[src/sv/coordinate_graph_builder_assert.svh]
// assertion macros shared by the graph builder modules
// CGB_ASSERT is checked outside reset only, CGB_ASSERT_ALL at every edge
`ifndef COORDINATE_GRAPH_BUILDER_ASSERT_SVH
`define COORDINATE_GRAPH_BUILDER_ASSERT_SVH
`ifndef SYNTHESIS
`define CGB_ASSERT(lbl, prop) \
  lbl: assert property (@(posedge clk_i) disable iff (!rst_ni) prop) \
    else $error("cgb assertion failed");
`define CGB_ASSERT_ALL(lbl, prop) \
  lbl: assert property (@(posedge clk_i) prop) \
    else $error("cgb assertion failed");
`else
`define CGB_ASSERT(lbl, prop)
`define CGB_ASSERT_ALL(lbl, prop)
`endif
`endif

[src/sv/cgb_ram.sv]
`timescale 1ns / 1ps
module cgb_ram #(
  parameter int unsigned WIDTH = 8,
  parameter int unsigned DEPTH = 16
) (
  input  logic                     clk_i,
  input  logic                     we_i,
  input  logic [$clog2(DEPTH)-1:0] waddr_i,
  input  logic [WIDTH-1:0]         wdata_i,
  input  logic [$clog2(DEPTH)-1:0] raddr_i,
  output logic [WIDTH-1:0]         rdata_o
);

  logic [WIDTH-1:0] mem [DEPTH];
  logic [WIDTH-1:0] rdata_q;

  always_ff @(posedge clk_i) begin
    if (we_i) begin
      mem[waddr_i] <= wdata_i;
    end
    rdata_q <= mem[raddr_i];
  end

  assign rdata_o = rdata_q;

endmodule

[config.mk]
export PLATFORM = sky130hd
export DESIGN_NAME = cgb_ram
export DESIGN_NICKNAME = d
export VERILOG_FILES = /design/src/sv/coordinate_graph_builder_assert.svh /design/src/sv/cgb_ram.sv
export SDC_FILE = /design/constraint.sdc
export NUM_CORES = 1
export LEC_CHECK = 0
export ABC_AREA = 1
export BUFFER_PORTS_ARGS = -buffer_cell sky130_fd_sc_hd__buf_4
export CAP_MARGIN = 20
export CORE_MARGIN = 2
export CORE_UTILIZATION = 50
export CTS_BUF_LIST = sky130_fd_sc_hd__clkbuf_8
export DETAILED_ROUTE_END_ITERATION = 7
export GPL_TIMING_DRIVEN = 0
export PLACE_DENSITY = 0.66
export REMOVE_ABC_BUFFERS = 1
export SYNTH_ARGS = -nofsm -noshare
export SYNTH_HDL_FRONTEND = slang
export SYNTH_SLANG_ARGS = --single-unit
[constraint.sdc]
create_clock -name clk_i -period 1.4 [get_ports clk_i]
set_input_delay 0.14 -clock clk_i [delete_from_list [all_inputs] [get_ports clk_i]]
set_output_delay 0.14 -clock clk_i [all_outputs]
set_load 0.05 [all_outputs]
==> impl_metrics.tcl <==
set metrics [dict create \
    syn_area_per_cell_um2 10.47 \
    ir_worst_vdd_mv 0.8798 \
    synth_top_area_cell "edfxtp_1" \
    ys_ff_latch 136 \
    relSlewSlack 0.3338 \
    startpoint "raddr_i[0]" \
    p_leak_nw 2.768 \
    cts_setup_buffers 0 \
    cp_slowest_cell "buf_6" \
    die_h_um 111.4 \
    drive_above_1_share 0.09677 \
    setup_viol 0 \
    grt_pass1_wl_um 19400 \
    slew_violations 0 \
    synth_cell_type_count 12 \
    grt_max_degree 66 \
    hold_violations 0 \
    slowest_delay_ns 0.40 \
    root_buffer "clkbuf_8" \
    finClkSkew_ns 0.01047 \
    dr.pass1.iters 6 \
    worstPathRequired_ns 1.70 \
    start_kind "input port" \
    power.density_mw_per_mm2 1334 \
    synth_top_cell_area_share 0.6665 \
    holdPathStages 1 \
    rsz0062_at_grt "false" \
    yosysSeqAreaShare 0.6943 \
    yosysWarnings 0 \
    final_util 0.5692 \
    io_buffers 25 \
    drt_iter0_markers 299 \
    timing.fmax_ghz 0.7741 \
    crit_chain "buf_6 -> inv_4 -> nand2_1 -> nand2_1 -> nand2_1 -> nand3_1 -> nand3_1 -> nand2_1" \
    netlist_top_cells_area "edfxtp_1 67%, nand2_1 11%, nand3_1 8.4%, inv_1 6.5%, dfxtp_1 2.8%" \
    cts.clk_slew.worst_paths_ns 0.08 \
    worst_pin_slew_ns 0.9956 \
    drc 0 \
    dp_hpwl_um 7129 \
    arrival_ns 1.59 \
    core_mm2 0.01132 \
    dieArea_mm2 0.01241 \
    track_usage 0.2099 \
    core.rowCount 39 \
    ant_nets 0 \
    cts.htree.levels 4 \
    wl_per_cell_um 16.85 \
    maxCapViolCount 0 \
    cts_tree "built" \
    cp_max_fo 65 \
    grt.overflow.total 0 \
    fin_crit_ns 1.292 \
    outcome "complete, no violations" \
    diodes 0 \
    pin_count 26 \
    holdPathEnd "mem[5][4]" \
    final_cell_mix "173 x nand2_1, 128 x edfxtp_1, 102 x inv_1" \
    grt_pass1_vias 3826 \
    synthToLayoutAreaGrowth_pct 11.74 \
    clkLatencyLatePin_ns 0.44 \
    reg2reg_to "rdata_o[6]" \
    regToRegStartpoint "mem[0][6]" \
    grt_antenna_before_repair 0 \
    fin_area_mm2 0.006444 \
    r2r_slack_ns 0.32 \
    reg2regPathDepth 6 \
    cts.sinks 136 \
    die_x_um 111.4 \
    nets 594 \
    path_class "in -> reg" \
    synthCells 551 \
    end_kind "register" \
    viasPerCell 5.184 \
    final_common_cell "nand2_1" \
    hold_start "wdata_i[4]" \
    start_util 0.5094 \
    wl_um 12330 \
    cts_buffer_depth 2 \
    min_path_type "in -> reg" \
    gp_congestion 0.7444 \
    syn_area_mm2 0.005767 \
    vias 3795 \
    cp_common_cell "nand2_1" \
    postPlaceCellArea_mm2 0.005967 \
    cts_buffers 17 \
    finalCritPeriodShare 0.9227 \
]
[state kept, by name, indices dropped and copies added (netlist names)]
signal / count
mem: 128
rdata_o: 8
[worst max path at each step]
stage	end	slack, ns	cells past startpoint
3_5_place_dp	rdata_o[6]	-0.77	8
4_1_cts	mem[9][0]	0.13	3
2_1_floorplan	rdata_o[2]	0.28	6
6_report	rdata_o[6]	0.11	8
3_3_place_gp	rdata_o[6]	-0.78	8
5_1_grt	rdata_o[6]	0.02	7
[through the flow]
stage	total power, mW	setup WS (ns)	setup TNS [ns]	cells	hold WS (ns)
global placement	5.270	-0.7754	-23.72	695	0.4392
finish	8.593	0.1082	0	732	0.02499
global route	8.871	0.01891	0	732	0.01618
CTS	8.641	0.1324	0	732	0.003055
detailed placement	5.293	-0.7692	-30.63	695	0.4561
floorplan	4.998	0.2795	0	527	0.2389
[cell type report]
| cell class | count | area (um^2) |
|---|---|---|
| Clock buffer | 17 | 234.0 |
| Inverter | 102 | 385.4 |
| Clock inverter | 15 | 186.4 |
| Timing Repair Buffer | 30 | 241.5 |
| Tap cell | 143 | 178.9 |
| Sequential cell | 136 | 4004 |
| Fill cell | 956 | 4877 |
| Multi-Input combinational cell | 289 | 1214 |
[per-layer routing]
layer / share of wire / vias to the layer above / GRT usage
met5: 0 / - / 0
li1: - / 1822 / -
met2: 0.50 / 157 / 0.3472
met1: 0.40 / 1784 / 0.2558
met3: 0.063 / 32 / 0.04845
met4: 0.031 / 0 / 0.1185
[synth_stat cells]
cell type  instances
buf_1              1
nor2_1            17
nand3b_1           2
inv_2              2
buf_6              6
buf_4              4
inv_1            100
buf_2             13
dfxtp_1            8
nand2_1          173
nand3_1           97
edfxtp_1         128
[what timing repair did]
action,CTS,global route
endpoints found under the setup margin,8,0
gates resized for setup,2,0
hold endpoints to repair,74,0
hold buffers,5,0
[where the power goes]
part | internal, mW | switching [mW]
sequential | 4.55 | 0.0238
combinational | 0.181 | 0.465
clock | 1.91 | 1.47
[worst max-delay path: cells and delay by family]
family	cells	cell delay (ns)
buffers and inverters	2	0.80
AND/OR/NAND/NOR	6	0.60
[kinds of logic after synthesis]
family | share of synthesized area
buffers and inverters | 0.09525
AND/OR/NAND/NOR | 0.2105
flip-flops | 0.6943
Note: power is estimated with default switching activity, not from simulation.
